**src/hw/rtl/imuafp_pkg.sv**
```systemverilog
// ----------------------------------------------------------------------------
// IMU angle frame parser package
// Frame layout constants, phase codes and field widths shared by the parser.
// ----------------------------------------------------------------------------
package imuafp_pkg;

    localparam int BYTE_W    = 8;
    localparam int PHASE_W   = 4;
    localparam int YAW_W     = 16;
    localparam int YAW_DEG_W = 24;

    typedef logic [BYTE_W-1:0]           byte_t;
    typedef logic [PHASE_W-1:0]          phase_t;
    typedef logic signed [YAW_W-1:0]     yaw_t;
    typedef logic signed [YAW_DEG_W-1:0] yaw_deg_t;

    localparam byte_t HDR_BYTE   = 8'h55;
    localparam byte_t TYPE_RESET = 8'h53;

    localparam phase_t PHASE_HUNT       = 4'd0;
    localparam phase_t PHASE_TYPE       = 4'd1;
    localparam phase_t PHASE_DATA_FIRST = 4'd2;
    localparam phase_t PHASE_YAW_LO     = 4'd6;
    localparam phase_t PHASE_YAW_HI     = 4'd7;
    localparam phase_t PHASE_DATA_LAST  = 4'd9;
    localparam phase_t PHASE_CSUM       = 4'd10;

    localparam yaw_deg_t DEG_SCALE = 24'sd180;

endpackage

```
**src/hw/rtl/imu_angle_frame_parser.sv**
```systemverilog
// ----------------------------------------------------------------------------
// IMU angle frame parser
// Streaming hunt for 11-byte sensor frames (0x55, frame type, nine bytes),
// 8-bit checksum over bytes 0 to 9, one result per frame with the yaw word
// and the yaw in degrees as Q15.
//
//   channel   | dir | tdata                         | tuser
//   ----------+-----+-------------------------------+-----------------
//   s_axis    | in  | [7:0] rx_byte                 | -
//   m_axis    | out | [15:0] yaw_raw,               | [0] status
//             |     | [39:16] yaw_degrees_q15       |
//   cfg       | in  | [7:0] frame_type (write only) | -
//
// One byte is taken per cycle unless a checksum byte meets a waiting result;
// the phase counter and running sum update in the cycle of the transfer.
// A result appears in the cycle after the checksum byte, held in the output
// register until taken. While a result waits, bytes other than a checksum
// byte keep flowing. Reset clears the hunt and sets frame_type to 0x53.
// ----------------------------------------------------------------------------
module imu_angle_frame_parser (
    input  logic                                clk,
    input  logic                                rst_n,
    input  logic                                cfg_we,
    input  imuafp_pkg::byte_t                   cfg_data,
    input  logic                                s_axis_tvalid,
    output logic                                s_axis_tready,
    input  imuafp_pkg::byte_t                   s_axis_tdata,   // [7:0] rx_byte
    output logic                                m_axis_tvalid,
    input  logic                                m_axis_tready,
    output logic [imuafp_pkg::YAW_W+imuafp_pkg::YAW_DEG_W-1:0]
                                                m_axis_tdata,   // [15:0] yaw_raw,
                                                                // [39:16] yaw_degrees_q15
    output logic                                m_axis_tuser    // [0] status
);

    import imuafp_pkg::*;

    byte_t    frame_type_reg;
    phase_t   phase_reg, phase_next;
    byte_t    sum_reg, sum_next;
    byte_t    yaw_lo_reg, yaw_lo_next;
    byte_t    yaw_hi_reg, yaw_hi_next;
    logic     out_valid_reg;
    logic     status_reg;
    yaw_t     yaw_raw_reg;
    yaw_deg_t yaw_deg_reg;

    logic     in_xfer;
    logic     res_load;
    logic     csum_good;
    yaw_t     yaw_word;
    yaw_deg_t yaw_deg;

    assign s_axis_tready = !out_valid_reg || m_axis_tready || (phase_reg != PHASE_CSUM);
    assign in_xfer       = s_axis_tvalid && s_axis_tready;

    assign yaw_word  = yaw_t'({yaw_hi_reg, yaw_lo_reg});
    assign yaw_deg   = yaw_deg_t'(yaw_deg_t'(yaw_word) * DEG_SCALE);
    assign csum_good = (s_axis_tdata == sum_reg);

    always_comb
    begin
        phase_next  = phase_reg;
        sum_next    = sum_reg;
        yaw_lo_next = yaw_lo_reg;
        yaw_hi_next = yaw_hi_reg;
        res_load    = 1'b0;
        if (in_xfer)
        begin
            case (phase_reg) inside
                PHASE_TYPE:
                begin
                    if (s_axis_tdata == frame_type_reg)
                    begin
                        sum_next   = sum_reg + s_axis_tdata;
                        phase_next = PHASE_DATA_FIRST;
                    end
                    else if (s_axis_tdata == HDR_BYTE)
                    begin
                        phase_next = PHASE_TYPE;
                        sum_next   = HDR_BYTE;
                    end
                    else
                    begin
                        phase_next = PHASE_HUNT;
                        sum_next   = '0;
                    end
                end
                [PHASE_DATA_FIRST:PHASE_DATA_LAST]:
                begin
                    if (phase_reg == PHASE_YAW_LO)
                    begin
                        yaw_lo_next = s_axis_tdata;
                    end
                    if (phase_reg == PHASE_YAW_HI)
                    begin
                        yaw_hi_next = s_axis_tdata;
                    end
                    sum_next   = sum_reg + s_axis_tdata;
                    phase_next = phase_reg + phase_t'(1);
                end
                PHASE_CSUM:
                begin
                    res_load   = 1'b1;
                    phase_next = PHASE_HUNT;
                    sum_next   = '0;
                end
                default:
                begin
                    if (s_axis_tdata == HDR_BYTE)
                    begin
                        phase_next = PHASE_TYPE;
                        sum_next   = HDR_BYTE;
                    end
                    else
                    begin
                        phase_next = PHASE_HUNT;
                        sum_next   = '0;
                    end
                end
            endcase
        end
    end

    always_ff @(posedge clk or negedge rst_n)
    begin
        if (!rst_n)
        begin
            frame_type_reg <= TYPE_RESET;
            phase_reg      <= PHASE_HUNT;
            sum_reg        <= '0;
            yaw_lo_reg     <= '0;
            yaw_hi_reg     <= '0;
            out_valid_reg  <= 1'b0;
        end
        else
        begin
            if (cfg_we)
            begin
                frame_type_reg <= cfg_data;
            end
            phase_reg  <= phase_next;
            sum_reg    <= sum_next;
            yaw_lo_reg <= yaw_lo_next;
            yaw_hi_reg <= yaw_hi_next;
            if (res_load)
            begin
                out_valid_reg <= 1'b1;
            end
            else if (m_axis_tready)
            begin
                out_valid_reg <= 1'b0;
            end
        end
    end

    // hold the result until the output transfer
    always_ff @(posedge clk)
    begin
        if (res_load)
        begin
            status_reg  <= !csum_good;
            yaw_raw_reg <= csum_good ? yaw_word : '0;
            yaw_deg_reg <= csum_good ? yaw_deg : '0;
        end
    end

    assign m_axis_tvalid = out_valid_reg;
    assign m_axis_tuser  = status_reg;
    assign m_axis_tdata  = {yaw_deg_reg, yaw_raw_reg};

endmodule
```
**config.mk**
```make
export PLATFORM = sky130hd
export DESIGN_NAME = imu_angle_frame_parser
export DESIGN_NICKNAME = d
export VERILOG_FILES = /design/src/hw/rtl/imuafp_pkg.sv /design/src/hw/rtl/imu_angle_frame_parser.sv
export SDC_FILE = /design/constraint.sdc
export NUM_CORES = 1
export LEC_CHECK = 0
export BUFFER_PORTS_ARGS = -buffer_cell sky130_fd_sc_hd__buf_2
export CAP_MARGIN = 10
export CELL_PAD_IN_SITES_DETAIL_PLACEMENT = 1
export CELL_PAD_IN_SITES_GLOBAL_PLACEMENT = 2
export CORE_UTILIZATION = 42
export CTS_CLUSTER_DIAMETER = 40
export DETAILED_ROUTE_END_ITERATION = 16
export PLACE_DENSITY = 0.92
export SLEW_MARGIN = 20
export SYNTH_ARGS = -nofsm -noshare
export SYNTH_HDL_FRONTEND = slang
export SYNTH_SLANG_ARGS = --single-unit
```
**constraint.sdc**
```tcl
create_clock -name clk -period 10.36 [get_ports clk]
set_input_delay 0.518 -clock clk [delete_from_list [all_inputs] [get_ports clk]]
set_output_delay 0.518 -clock clk [all_outputs]
set_load 0.01 [all_outputs]
```
== Yosys cells after proc, flatten, opt, wreduce, memory -nomap -nowiden ==
Index checks and enable logic that the tools add are counted.

* Add/subtract/negate cells: 2
* Multiply operators: 1
* $lt $le $gt $ge: 2
* Equal/unequal tests: 8
* Mux-type cells: 16
* Bitwise operators: 1
* Reduce and logical (&&, ||, !) cells: 9

{| class="wikitable"
|+ Operators with widths
! kind !! count
|-
| $mux 8 || 4
|-
| $mul 16x7->22 const B || 1
|-
| $eq 8x8->1 || 2
|-
| $mux 4 || 4
|-
| $add 8x8->8 || 1
|-
| $eq 4x3->1 const B || 2
|-
| $eq 8x7->1 const B || 1
|-
| $reduce_and 4->1 || 2
|-
| $mux 1 || 7
|-
| $mux 7 || 1
|-
| $add 4x1->4 const B || 1
|-
| $eq 4x1->1 const B || 1
|-
| $eq 4x4->1 const B || 1
|-
| $ge 4x2->1 const B || 1
|-
| $le 4x4->1 const B || 1
|-
| $ne 4x4->1 const B || 1
|-
| $logic_and 1x1->1 || 2
|-
| $logic_not 1->1 || 2
|-
| $logic_or 1x1->1 || 2
|-
| $reduce_bool 2->1 || 1
|-
| $not 1->1 || 1
|}

* Register bits after elaboration: 78
* Bits of input ports: 21
* Output and inout bits: 43
* Logic and storage cells: 49

== Longest topological paths before layout ==
Gate-level depths: netlist of the first run.

* Depth in word-level cells: 6
* Mapped depth: 15
* Mapped depth without buffers: 15

== Worst setup path before layout of the first run ==
No wires, ideal clock.

* Path type: flip-flop to flip-flop
* Start: register yaw_lo_reg[5]
* End: register yaw_deg_reg[23], data pin
* Setup time: 256 ps
* Arrival time: 3633 ps
* Required time: 10104 ps
* Path slack: 6471 ps
* Cell stages (with the launch flop): 14
* Path buffers: 0
* Clock period less this slack: 3889 ps
* Cell sequence: dfrtp_1 > ha_1 > ha_1 > fa_1 > inv_1 > fa_1 > inv_1 > ha_1 > and3_4 > a221oi_4 > a221oi_2 > o41ai_2 > xor2_1 > nor2_1

* Word-level cells in the longest chain between the ends: 1

{| class="wikitable"
|+ Ends and longest elaborated chain
! what !! line !! source
|-
| start: declaration || imu_angle_frame_parser.sv:41 || <nowiki>byte_t yaw_lo_reg, yaw_lo_next;</nowiki>
|-
| start signal: assignment || imu_angle_frame_parser.sv:144 || <nowiki>yaw_lo_reg <= yaw_lo_next;</nowiki>
|-
| $mul 16x7->22 || imu_angle_frame_parser.sv:58 || <nowiki>assign yaw_deg = yaw_deg_t'(yaw_deg_t'(yaw_word) * DEG_SCALE);</nowiki>
|-
| end signal: assignment || imu_angle_frame_parser.sv:164 || <nowiki>yaw_deg_reg <= csum_good ? yaw_deg : '0;</nowiki>
|-
| end: declaration || imu_angle_frame_parser.sv:46 || <nowiki>yaw_deg_t yaw_deg_reg;</nowiki>
|}

No other way between the ends.
A chain may end at the register's enable or synchronous reset.

== Final worst setup path of the first run ==
Ends and elaborated chain as after synthesis.

==> impl.org, run 1 <==
** Synthesis
- Most common flop cell mapped by yosys :: sky130_fd_sc_hd__edfxtp_1
- Measured against the total synthesized area, the mux share comes to 5.21%.
- Synth Area in Adders :: between 20% and 30%
- Yosys printed 0 warnings.
- Seq cells post-synth :: 74
- Synthesized area per cell :: about 11 um2
- Number of enable-type register cells in the synthesized netlist :: 37
- After synthesis, flip-flops and latches occupy 37.9% of the total area.
- Yosys attributes the largest share of cell area to sky130_fd_sc_hd__edfxtp_1, sky130_fd_sc_hd__dfrtp_1, sky130_fd_sc_hd__ha_1, sky130_fd_sc_hd__fa_1, sky130_fd_sc_hd__mux2_2.
- Cell type contributing the most total cell area after synthesis :: sky130_fd_sc_hd__edfxtp_1
- Post-synthesis simple-gate area fraction :: between 10% and 20%
- Cell variety after synth :: between 50 and 60
- Synthesis produced 496 cells.
- After synthesis, the largest area contributor takes up about a fifth of total cell area.
- Synth Cell Area :: around 0.0054 mm2
- Synthesized-area fraction occupied by ao, oa, aoi and oai cells :: 10.6%
- Summing the areas of all xor and xnor instances in the mapped netlist gives under 10% of the synthesized area.
- After synthesis, the largest family of logic cells by area is adder cells.
- Synth async-reset ratio :: between 50% and 60%

** Clock tree
- CTS tree :: built
- Clock tree synthesis inserted a total of 9 buffers.
- TritonCTS Sinks :: 74
- The tree is rooted in a sky130_fd_sc_hd__clkbuf_16.
- In this run the deepest clock path goes through 2 buffers.
- Post-CTS repair changed the size of 0 cells.
- Clock-pin slew was measured on the worst setup and hold paths at roughly 0.070 ns.
- After clock tree synthesis, the flow added hold-fix buffers numbering 0.
- Clock latency at the later pin of the worst-skew pair :: between 0.3 and 0.4 ns
- Setup fix buffers added after clock tree synthesis :: 0
- Level count of the clock H-tree :: 3

** STA
- After layout, the worst path uses 40.9% of the clock period.
- Setup repair after global routing left no endpoint under its margin.
- After layout, the minimum clock period comes to 4.24 ns.
- Slew @ Worst Pin :: roughly 0.87 ns
- The count of final hold-check violations was 0.
- Number of slew-limit violations in the final report :: 0
- Largest clock skew in the final design :: around 0.012 ns
- Highest attainable clock frequency :: approximately 240 MHz
- Setup violations remaining at the end of the flow were counted as 0.
- Worst rel slew slack :: a little over two fifths
- For the final routed database, the setup TNS stands at 0 ns.

** Power and ir drop
- Worst-case vdd ir drop :: between 60 and 70 uV
- Power spread over the standard cell area amounts to roughly 110 mW/mm2.
- Power share of the clock group :: 46.4%
- The internal power of the cells totals 492 uW.
- For this design the static power due to leakage is approximately 0.0029 uW.
- Of the total power, the share spent switching nets is about a quarter.
- Switching power :: ~160 uW
- Combinational logic is responsible for around 5.0% of the overall power.
- Power Total :: 650 uW
- Registers are responsible for 48.6% of the overall power.

** Critical path
- Reg2Reg Depth :: 13
- Setup CP Type :: reg -> reg
- Most common cell on crit path :: sky130_fd_sc_hd__ha_1
- Delay of the slowest cell on the worst path :: about 0.54 ns
- CP Launch Type :: flip-flop
- Required time at the endpoint of the critical path :: roughly 10 ns
- Cell-by-cell trace of the critical path :: ha_1 > ha_1 > fa_1 > inv_1 > fa_1 > inv_1 > ha_1 > and3_4 > a221oi_4 > a221oi_2 > o41ai_2 > xor2_1 > nor2_1
- Data on the critical path arrives at its endpoint at between 4 and 5 ns.
- Kind of capture point of the worst setup path :: flip-flop
- Peak fanout along the critical path :: 6
- Among all stages on the critical path, the largest delay is contributed by sky130_fd_sc_hd__fa_1.

** Final layout
- Fillers :: 1362
- Compared with the post-synthesis result, the final layout area differs by 13.7%.
- Post-Layout Inst Area :: approximately 0.0061 mm2
- In the layout the commonest cells are sky130_fd_sc_hd__ha_1, sky130_fd_sc_hd__inv_1, sky130_fd_sc_hd__buf_2.
- Summing all flip-flop and latch instances after layout gives 0.00204 mm2.
- Most common cell after layout, fill and taps aside :: sky130_fd_sc_hd__ha_1
- The multi-input combinational cells in the finished layout cover a total of between 0.003 and 0.004 mm2.
- Antenna diode count :: 0
- The final layout contains 668 nets.
- The register with the most flip-flops in the layout has 20 of them.
- Share of final-layout standard cells stronger than drive strength 1 :: 20.2%

** Run
- The tool flagged a number of max-cap violations equal to 0.

** Detailed routing
- After detailed routing, the total wire length is ~12 mm.
- The first detailed-routing pass ran for 4 iterations.
- Once detail routing completed, the nets flagged for antenna violations numbered 0.
- Wire length per cell after detailed routing :: roughly 16 um
- DR vias/cell :: ~5.2
- In the routed design, unresolved DRC markers number 0.
- The first routing iteration left 105 violations.
- For this block, the via count after detailed routing is around 3800.

** Place
- Final weighted congestion of routability-driven global placement :: 0.840
- Count of port buffers added during placement :: 61
- Summed over all nets, the half-perimeter wirelength after detailed placement is a little over 9 mm.
- Summing all placed instances gives a cell area of between 0.005 and 0.006 mm2.

** Floorplan
- Die height :: about 120 um
- DIE AREA :: 0.0133 mm2
- # IOs :: 64
- From left edge to right edge, the die measures ~120 um.
- Number of core rows :: 40
- For this configuration, the core starts out at a cell density of a little over two fifths.
- Total core area :: approximately 0.012 mm2

** Global route
- Grt total ovfl :: 0
- Global routing used about a fifth of the available tracks across all layers.
- The initial antenna violation count was 0.
- First-pass GRT wire length :: 20.1 mm
- The number of global-route vias before repair was 4046.
- Entering global routing, the biggest net connects 38 pins.

** Run status
- Outcome :: complete, no violations

** Min path
- Worst hold path class :: in -> async
## Yosys cell counts, drive strengths merged (4+ instances only)
cell	count
a21oi	22
edfxtp	37
o21a	4
nand2	27
o211ai	6
a21o	9
nor3	14
clkbuf	8
xor2	10
nor2	35
and2	12
inv	62
mux2	24
fa	29
o21ai	21
ha	63
a211oi	5
dfrtp	33
dfstp	4
buf	6
xnor2	19
nand4	6
and3	4
## area by class of cell
cell class,count,area share [%]
multi-input cells,346,49.7
flip-flops and latches,74,33.4
repair buffers,61,4.99
inverters,63,3.87
clock buffers,9,3.68
well taps,168,3.44
clock inverters,7,0.982
## worst max-delay path, delay by kind of cell (launching register included)
family	cells	cell delay [ns]
buffers and inverters	2	0.11
adder cells (fa/ha/maj)	5	2.07
AND/OR/NAND/NOR	2	0.28
AO/OA/AOI/OAI	3	0.86
XOR/XNOR	1	0.19
flip-flops	1	0.46
## kinds of logic after synthesis
group | Yosys count
adders and majority gates | 92
muxes | 25
buffers and inverters | 77
other | 1
and+or+nand+nor | 114
AOI/OAI and AO/OA | 84
xor gates and xnor gates | 29
DFF | 74
## worst paths after layout
path | start | endpoint | slack, ns
max | yaw_lo_reg[5] | yaw_deg_reg[23] | 6.12
min | rst_n | frame_type_reg[7] | 0.27
max reg2reg | yaw_lo_reg[5] | yaw_deg_reg[23] | 6.12
min reg2reg | sum_reg[3] | sum_reg[3] | 0.49
max in group asynchronous | rst_n | yaw_hi_reg[7] | 9.55
min in group clk | m_axis_tready | m_axis_tvalid | 0.37
## power groups by stage
stage	Combinational, uW	Sequential [uW]	Clock, uW
2_1_floorplan	19.5	321	0
6_report	32.4	316	302
3_5_place_dp	32.6	322	0
3_3_place_gp	31.1	321	0
5_1_grt	36.4	316	320
4_1_cts	32.9	316	310
## metal layers
metal | track usage, % | share of wire (%)
met2 | 33.7 | 50
met4 | 8.14 | 1.5
met1 | 25.2 | 45
met5 | 0 | 0
met3 | 3.58 | 3.1
## stage by stage
stage	util [%]	hold WS [ns]	instances	setup slack, ns
2_1_floorplan	-	0.222	497	6.47
3_3_place_gp	47.6	0.469	712	6.28
3_5_place_dp	47.6	0.478	712	6.11
4_1_cts	49.9	0.300	728	6.12
5_1_grt	49.9	0.328	728	5.90
6_report	49.9	0.274	728	6.12
(Power assumes the default switching activity.)
==> inputs of run 2 (changes only) <==
ABC_AREA = 1   (was default)
CORE_UTILIZATION = 33   (was 42)
PLACE_DENSITY = 0.83   (was 0.92)
clock period = 3.6 ns   (was 10.36 ns; I/O delays follow)
==> impl.org, run 2 <==
** Min path
- Worst hold path class :: in -> reg

** Global route
- GR Layer Usage met1 :: 19.9% (-5.3 points)
- Grt total ovfl :: 0 (unchanged)
- The met2 usage in global routing is 29.9% (-3.8 points).
- After global routing, the most crowded layer is met2.
- GRT Total Usage :: 16.6% (-3.3 points)
- GR met3 Demand/Resource :: 3.04% (-0.55 points)
- Vias in the first global route :: 4763 (+18%)
- First-pass GRT wire length :: 23.1 mm (+15%)
- Pin count of the biggest net entering global routing :: 39 (+2.6%)
- Initial antenna violation count :: 0 (unchanged)

** Synthesis
- Most area-consuming cells after synthesis :: sky130_fd_sc_hd__edfxtp_1, sky130_fd_sc_hd__dfrtp_1, sky130_fd_sc_hd__ha_1, sky130_fd_sc_hd__fa_1, sky130_fd_sc_hd__nand2_1
- Synthesized area per cell :: 8.77 um2 (-19%)
- The fraction of registers with async set or reset after synthesis came to 50.0% (unchanged).
- Among all cell types in the netlist, the one instantiated most often is sky130_fd_sc_hd__nand2_1.
- Cell type contributing the most total cell area after synthesis :: sky130_fd_sc_hd__edfxtp_1
- Seq cells post-synth :: 74 (unchanged)
- The commonest cells after synthesis are sky130_fd_sc_hd__nand2_1, sky130_fd_sc_hd__inv_1, sky130_fd_sc_hd__ha_1.
- Register area share after synthesis :: 36.5% (-1.4 points)
- Number of enable-type register cells in the synthesized netlist :: 37 (unchanged)
- Synth Cell Area :: 0.00559 mm2 (+3.8%)
- Among all flip-flop cells after synthesis, the most frequent one is sky130_fd_sc_hd__edfxtp_1.
- Share of the synthesized area in the top cell type :: 19.9% (-0.76 points)
- Cell variety after synth :: 42 (-21%)
- Number of instances in the synthesized netlist :: 637 (+28%)
- Yosys warnings :: 0 (unchanged)

** Critical path
- The worst setup path is captured at a flip-flop.
- CP Launch Type :: flip-flop
- Peak fanout along the critical path :: 4 (-2)
- Arrival time reported for the critical path endpoint :: 3.62 ns (-0.70 ns)
- Setup CP Type :: reg -> reg
- Required time at the endpoint of the critical path :: 3.70 ns (-6.74 ns)

** Detailed routing
- Number of iterations in the first detailed-routing pass :: 4 (unchanged)
- DR vias/cell :: 4.70 (-10%)
- 1st-iter DRT viols :: 108 (+2.9%)
- Post-detailed-route count of antenna-violating nets :: 0 (unchanged)
- The overall routed net length was 14.5 mm (+22%).
- The final routed wire length divided by cell count was 15.0 um (-8.2%).
- Vias after detailed routing :: 4560 (+20%)
- Remaining routing DRC violations :: 0 (unchanged)

** STA
- The slew at the pin with the worst max-slew slack is 0.868 ns (+0.00159 ns).
- Largest clock skew in the final design :: 0.00962 ns (-0.00196 ns)
- Setup repair after global routing could not meet its margin everywhere.
- The final setup violation count came to 0 (unchanged).
- The number of pins with negative max-slew slack in the final report came to 0 (unchanged).
- Final period demand of the worst path :: 3.52 ns (-0.722 ns)
- The final period utilization is 97.7% (+57 points).
- Post-route setup TNS :: 0 ns (unchanged)
- The tightest slew margin relative to the limit is 42.1% (-0.11 points).
- The final worst-path setup slack was 0.0838 ns (-6.04 ns).
- Highest attainable clock frequency :: 284 MHz (+21%)
- The count of final hold-check violations is 0 (unchanged).

** Final layout
- Commonest cells after routing, fill and taps aside :: sky130_fd_sc_hd__nand2_1, sky130_fd_sc_hd__inv_1, sky130_fd_sc_hd__buf_2
- The share of post-route cells with drive strength above 1 came to 28.8% (+8.6 points).
- The final standard cell utilization of the core was 43.1% (-6.8 points).
- The number of flip-flops in the largest register is 20 (unchanged).
- The library cell used most frequently in the layout, excluding fill and tap cells, is sky130_fd_sc_hd__nand2_1.
- From synthesis to final layout, the design area changed by 27.8%.
- The fill cell total of the finished layout is 1965 (+44%).
- The antenna cell count was 0 (unchanged).
- The count of nets after finishing is 858 (+28%).

** Place
- The quantity of I/O buffers inserted on ports is 61 (unchanged).
- The placed wire-length estimate after detailed placement was 10.6 mm (+14%).
- The final weighted congestion in routability-driven placement came to 0.828 (-1.5%).
- The post-place setup slack was -0.147 ns (-6.26 ns).

** Power and ir drop
- The ratio of total power to cell area came to 341 mW/mm2 (+220%).
- Worst-case vdd ir drop :: 240 uV (+280%)
- The standby leakage power is 0.00350 uW (+21%).

** Clock tree
- TritonCTS Sinks :: 74 (unchanged)
- Root buffer selected by CTS :: sky130_fd_sc_hd__clkbuf_16
- Clock-pin slew on the worst setup and hold paths :: 0.06 ns (about the same)
- The number of H-tree levels is 3 (unchanged).
- The number of buffers added by the clock tree synthesis step was 9 (unchanged).
- Buffer levels on the longest clock path :: 2 (unchanged)
- The worst-skew pair later-pin latency was 0.35 ns (about the same).
- TritonCTS built the clock tree.

** Run status
- The run finished with clean final reports.

** Floorplan
- # IOs :: 64 (unchanged)
- Total core area :: 0.0166 mm2 (+35%)
- Starting Density :: 33.7% (-10 points)
- Die height :: 132 um (+15%)
- The total die area came to 0.0175 mm2 (+32%).
- The overall die width was 132 um (+15%).
- The site row count came to 47 (+18%).

** Run
- Max-cap check violation count :: 0 (unchanged)
==> run 2: layer usage <==
layer,part of all wire (%),vias to the layer above
met3,2.7,21
met4,1.9,0
met1,44,2231
met5,0,-
met2,52,67
li1,-,2241
==> run 2: logic make-up (layout without fill, tap and decap cells) <==
kind of cell | count (synthesis) | count (layout) | share of synthesized area (%)
adder cells (fa/ha/maj) | 92 | 92 | 24.5
XOR/XNOR | 11 | 11 | 1.72
buffers and inverters | 130 | 242 | 9.63
AO/OA/AOI/OAI | 69 | 69 | 6.83
other | 1 | 2 | 0.0671
flip-flops | 74 | 74 | 36.5
AND/OR/NAND/NOR | 256 | 256 | 19.9
multiplexers | 4 | 4 | 0.806
==> run 2: path summary, 6_finish.rpt <==
check	start	depth (start not counted)	to	slack [ns]
min reg2reg	frame_type_reg[6]	2	frame_type_reg[6]	0.50
max	yaw_hi_reg[4]	13	yaw_deg_reg[21]	0.08
max in group asynchronous	rst_n	2	yaw_hi_reg[1]	2.51
min	cfg_data[7]	3	frame_type_reg[7]	0.04
min in group asynchronous	rst_n	2	frame_type_reg[5]	0.49
max reg2reg	yaw_hi_reg[4]	13	yaw_deg_reg[21]	0.08
==> run 2: cell type report <==
class	count	area [um2]	share of cell area, %
Clock buffer	11	243	3.40
Multi-Input combinational cell	434	3440	48.2
Tap cell	220	275	3.85
Timing Repair Buffer	107	657	9.20
Clock inverter	5	27.5	0.385
Inverter	119	449	6.29
Sequential cell	74	2050	28.7
==> run 2: critical path: stages, from the launching register on <==
cell                       delay [ns]
sky130_fd_sc_hd__dfrtp_1         0.42
sky130_fd_sc_hd__ha_1            0.31
sky130_fd_sc_hd__ha_1            0.27
sky130_fd_sc_hd__inv_1           0.06
sky130_fd_sc_hd__fa_1            0.54
sky130_fd_sc_hd__inv_1           0.06
sky130_fd_sc_hd__fa_1            0.51
sky130_fd_sc_hd__ha_4            0.34
sky130_fd_sc_hd__buf_4           0.13
sky130_fd_sc_hd__nand2_1         0.09
sky130_fd_sc_hd__nor2_1          0.19
sky130_fd_sc_hd__nand3b_1        0.15
sky130_fd_sc_hd__a21oi_2         0.14
sky130_fd_sc_hd__nor2_1          0.05
==> run 2: metrics by stage <==
stage / total power, uW / hold slack [ns] / std cells / cell area, um2
global placement: 1420 / 0.343 / 941 / 6340
CTS: 2340 / 0.0235 / 960 / 6700
floorplan: 1270 / -0.116 / 638 / 5600
finish: 2440 / 0.0366 / 970 / 7140
global route: 2570 / 0.0456 / 970 / 7140
detailed placement: 1440 / 0.350 / 941 / 6340
==> run 2: what timing repair did <==
item,in CTS,in global routing
hold endpoints to repair,33,0
gates resized for setup,9,70
hold buffers,1,0
setup endpoints to repair,8,12
setup buffers,2,10
pin swaps,0,30
==> run 2: power by group <==
group	total, uW	leakage [uW]	switching [uW]	internal, uW
clock network	844	0.000140	362	483
logic	654	0.00253	365	290
registers	937	0.000829	27.1	909
==> inputs of run 3 (changes only) <==
ABC_AREA = default   (was 1)
BUFFER_PORTS_ARGS = default   (was -buffer_cell sky130_fd_sc_hd__buf_2)
CORE_UTILIZATION = 42   (was 33)
DONT_BUFFER_PORTS = 1   (was default)
PLACE_DENSITY = 0.86   (was 0.83)
clock period = 3.3 ns   (was 3.6 ns; I/O delays follow)
==> impl.org, run 3 (same netlist as run 1, synthesis figures left out) <==
** Floorplan
- The initial core utilization was 43.9% (+10 points).
- The overall die width is 115 um (-13%).
- Number of core rows :: 40 (-15%)
- The y dimension of the die came to 115 um (-13%).
- # IOs :: 64 (unchanged)
- DIE AREA :: 0.0133 mm2 (-24%)
- The placeable core area is 0.0123 mm2 (-26%).

** STA
- The final worst-path setup slack is -0.455 ns (-0.539 ns).
- The slew at the pin with the worst max-slew slack came to 0.870 ns (+0.00141 ns).
- Unrepaired setup endpoints after global routing :: yes
- The maximum clock frequency was 266 MHz (-6.4%).
- The number of pins with negative max-slew slack in the final report was 0 (unchanged).
- The final setup violation count was 13 (+13).
- Final period demand of the worst path :: 3.76 ns (+0.239 ns)
- The final period utilization came to 114% (+16 points).
- Largest clock skew in the final design :: 0.0123 ns (+0.00269 ns)
- Final hold violations :: 0 (unchanged)
- Worst rel slew slack :: 42.0% (-0.094 points)
- The final hold slack came to 0.0712 ns (+0.0346 ns).

** Clock tree
- TritonCTS built the clock tree.
- TritonCTS Sinks :: 74 (unchanged)
- Clock-pin slew on the worst setup and hold paths :: 0.06 ns (about the same)
- Level count of the clock H-tree :: 3 (unchanged)
- CTS Buf Count :: 9 (unchanged)
- The root buffer cell chosen for the clock tree is sky130_fd_sc_hd__clkbuf_16.
- The worst-skew pair later-pin latency is 0.35 ns (about the same).
- The buffer levels on the longest clock path came to 2 (unchanged).

** Power and ir drop
- The overall power of the completed layout was 2060 uW (-15%).
- The proportion of total power due to net switching came to 24.3% (-6.7 points).
- The internal power consumption came to 1560 uW (-7.2%).
- The standby leakage power was 0.00317 uW (-9.6%).
- The largest vdd supply drop is 190 uV (-21%).
- The clock group share of total power is 46.0% (+11 points).
- Power density of the placed cells :: 284 mW/mm2 (-17%)
- Switching power :: 500 uW (-34%)
- The portion of total power attributed to combinational logic came to 5.9% (-21 points).
- The register share of total power is 48.2% (+9.7 points).

** Global route
- The wire length of the first global-routing pass came to 23.8 mm (+3.2%).
- Pin count of the biggest net entering global routing :: 38 (-2.6%)
- GRT Total Usage :: 24.1% (+7.5 points)
- Vias in the first global route :: 4486 (-5.8%)
- The aggregate global routing overflow was 0 (unchanged).
- Initial antenna violation count :: 1 (+1)

** Critical path
- The setup slack of the worst register-to-register path is -0.46 ns (-0.54 ns).
- The longest individual stage delay on the worst path came to 0.50 ns (-0.04 ns).
- Setup CP Type :: reg -> reg
- Arrival time reported for the critical path endpoint :: 3.92 ns (+0.30 ns)
- The largest fanout on the critical path came to 4 (unchanged).
- STA classifies the critical path startpoint as a flip-flop.
- The critical path required time came to 3.47 ns (-0.23 ns).
- Count of buffer and inverter cells on the critical path :: 3 (unchanged)
- Top Family by Delay on Critical Path :: adder cells
- Crit path max-delay cell type :: sky130_fd_sc_hd__fa_1
- Cell-by-cell trace of the critical path :: ha_4 > ha_4 > fa_1 > inv_2 > fa_1 > inv_2 > ha_4 > a21o_1 > o21bai_2 > o2111ai_4 > buf_6 > a21oi_2 > o21a_1 > nor3_1
- The worst setup path is captured at a flip-flop.
- The cell that appears most often on the critical path is sky130_fd_sc_hd__ha_4.

** Final layout
- Fillers :: 1291 (-34%)
- Commonest cells after routing, fill and taps aside :: sky130_fd_sc_hd__buf_4, sky130_fd_sc_hd__inv_1, sky130_fd_sc_hd__ha_1, sky130_fd_sc_hd__edfxtp_1, sky130_fd_sc_hd__nor2_1
- Final #Nets :: 716 (-17%)
- Relative area change from synthesis to final layout :: 35.0%
- The number of flip-flops in the largest register is 20 (unchanged).
- The area of all placed cells without fillers was 0.00726 mm2 (+1.7%).
- Share of final-layout standard cells stronger than drive strength 1 :: 33.1% (+4.3 points)
- Most common cell after layout, fill and taps aside :: sky130_fd_sc_hd__buf_4
- Antenna diode count :: 0 (unchanged)

** Detailed routing
- Aggregate routed wire length :: 16.0 mm (+10%)
- The final antenna-violating net count was 0 (unchanged).
- Remaining routing DRC violations :: 0 (unchanged)
- Wire length per cell after detailed routing :: 20.7 um (+38%)
- The mean number of vias per cell came to 5.35 (+14%).
- Number of iterations in the first detailed-routing pass :: 4 (unchanged)
- 1st-iter DRT viols :: 230 (+110%)
- Vias after detailed routing :: 4150 (-9.0%)

** Place
- Setup WS pre-CTS :: -0.475 ns (-0.328 ns)
- HPWL reported at the end of detailed placement :: 10.0 mm (-5.1%)
- Count of port buffers added during placement :: 0 (-100%)
- The placement-stage cell area is 0.00622 mm2 (-1.9%).
- The final weighted congestion in routability-driven placement came to 0.828 (about the same).

** Run
- Max-cap check violation count :: 0 (unchanged)

** Run status
- Outcome :: finished, violations left
- Violations in the final reports :: negative setup slack

** Min path
- The min-delay analysis places its worst path in the category in -> reg.
run 3: cell types whose count changed in the layout (fill, tap and decap cells not counted), sizes merged, moves of 6 or more:
cell	before	now
nand3	39	3
a21oi	28	22
dlygate4sd3	1	27
a21o	1	9
mux2	4	24
and2	1	12
xnor2	3	19
o21ai	32	21
buf	106	82
nor2	60	35
nand2	139	27
inv	121	64
run 3: final timing paths:
| path | from | to | cells after the start |
|---|---|---|---|
| max | yaw_lo_reg[5] | yaw_deg_reg[16] | 14 |
| min | s_axis_tvalid | phase_reg[3] | 2 |
| max reg2reg | yaw_lo_reg[5] | yaw_deg_reg[16] | 14 |
| min reg2reg | sum_reg[0] | sum_reg[0] | 2 |
| max in group asynchronous | rst_n | frame_type_reg[4] | 2 |
| min in group asynchronous | rst_n | yaw_lo_reg[7] | 2 |
run 3: routing by layer:
layer  up-vias  track usage, %  part of all wire, %
met5         -               0                    0
met3        34            3.85                  3.5
met1      2089            29.4                   41
met4         0            9.96                  3.2
li1       1923               -                    -
met2       104            42.4                   53
run 3: stage by stage:
| stage | instances | utilization, % | setup TNS [ns] |
|---|---|---|---|
| after CTS | 770 | 57.6 | -4.00 |
| after floorplan | 497 | - | -1.78 |
| after global placement | 717 | 50.8 | -3.67 |
| final | 776 | 59.2 | -4.87 |
| after global routing | 776 | 59.2 | -6.23 |
| after detailed placement | 717 | 50.8 | -4.70 |
run 3: cell type report:
type / count / area, um2 / area share (%)
multi-input cells: 346 / 3560 / 49.0
flip-flops and latches: 74 / 2050 / 28.2
repair buffers: 109 / 925 / 12.7
inverters: 63 / 236 / 3.26
clock buffers: 9 / 225 / 3.10
well taps: 168 / 210 / 2.89
clock inverters: 7 / 53.8 / 0.741
run 3: power groups by stage:
stage / Combinational [uW] / Clock (uW) / Sequential (uW)
2_1_floorplan: 61.2 / 0 / 1010
3_3_place_gp: 63.5 / 0 / 1010
3_5_place_dp: 68.5 / 0 / 1010
4_1_cts: 116 / 961 / 993
5_1_grt: 130 / 991 / 995
6_report: 121 / 947 / 993
run 3: timing repair:
action | 4_1_cts | 5_1_grt
endpoints found under the hold margin | 62 | 0
pin swaps | 17 | 24
resized for setup | 32 | 28
setup buffers | 9 | 6
hold buffers | 28 | 0
setup endpoints to repair | 13 | 14
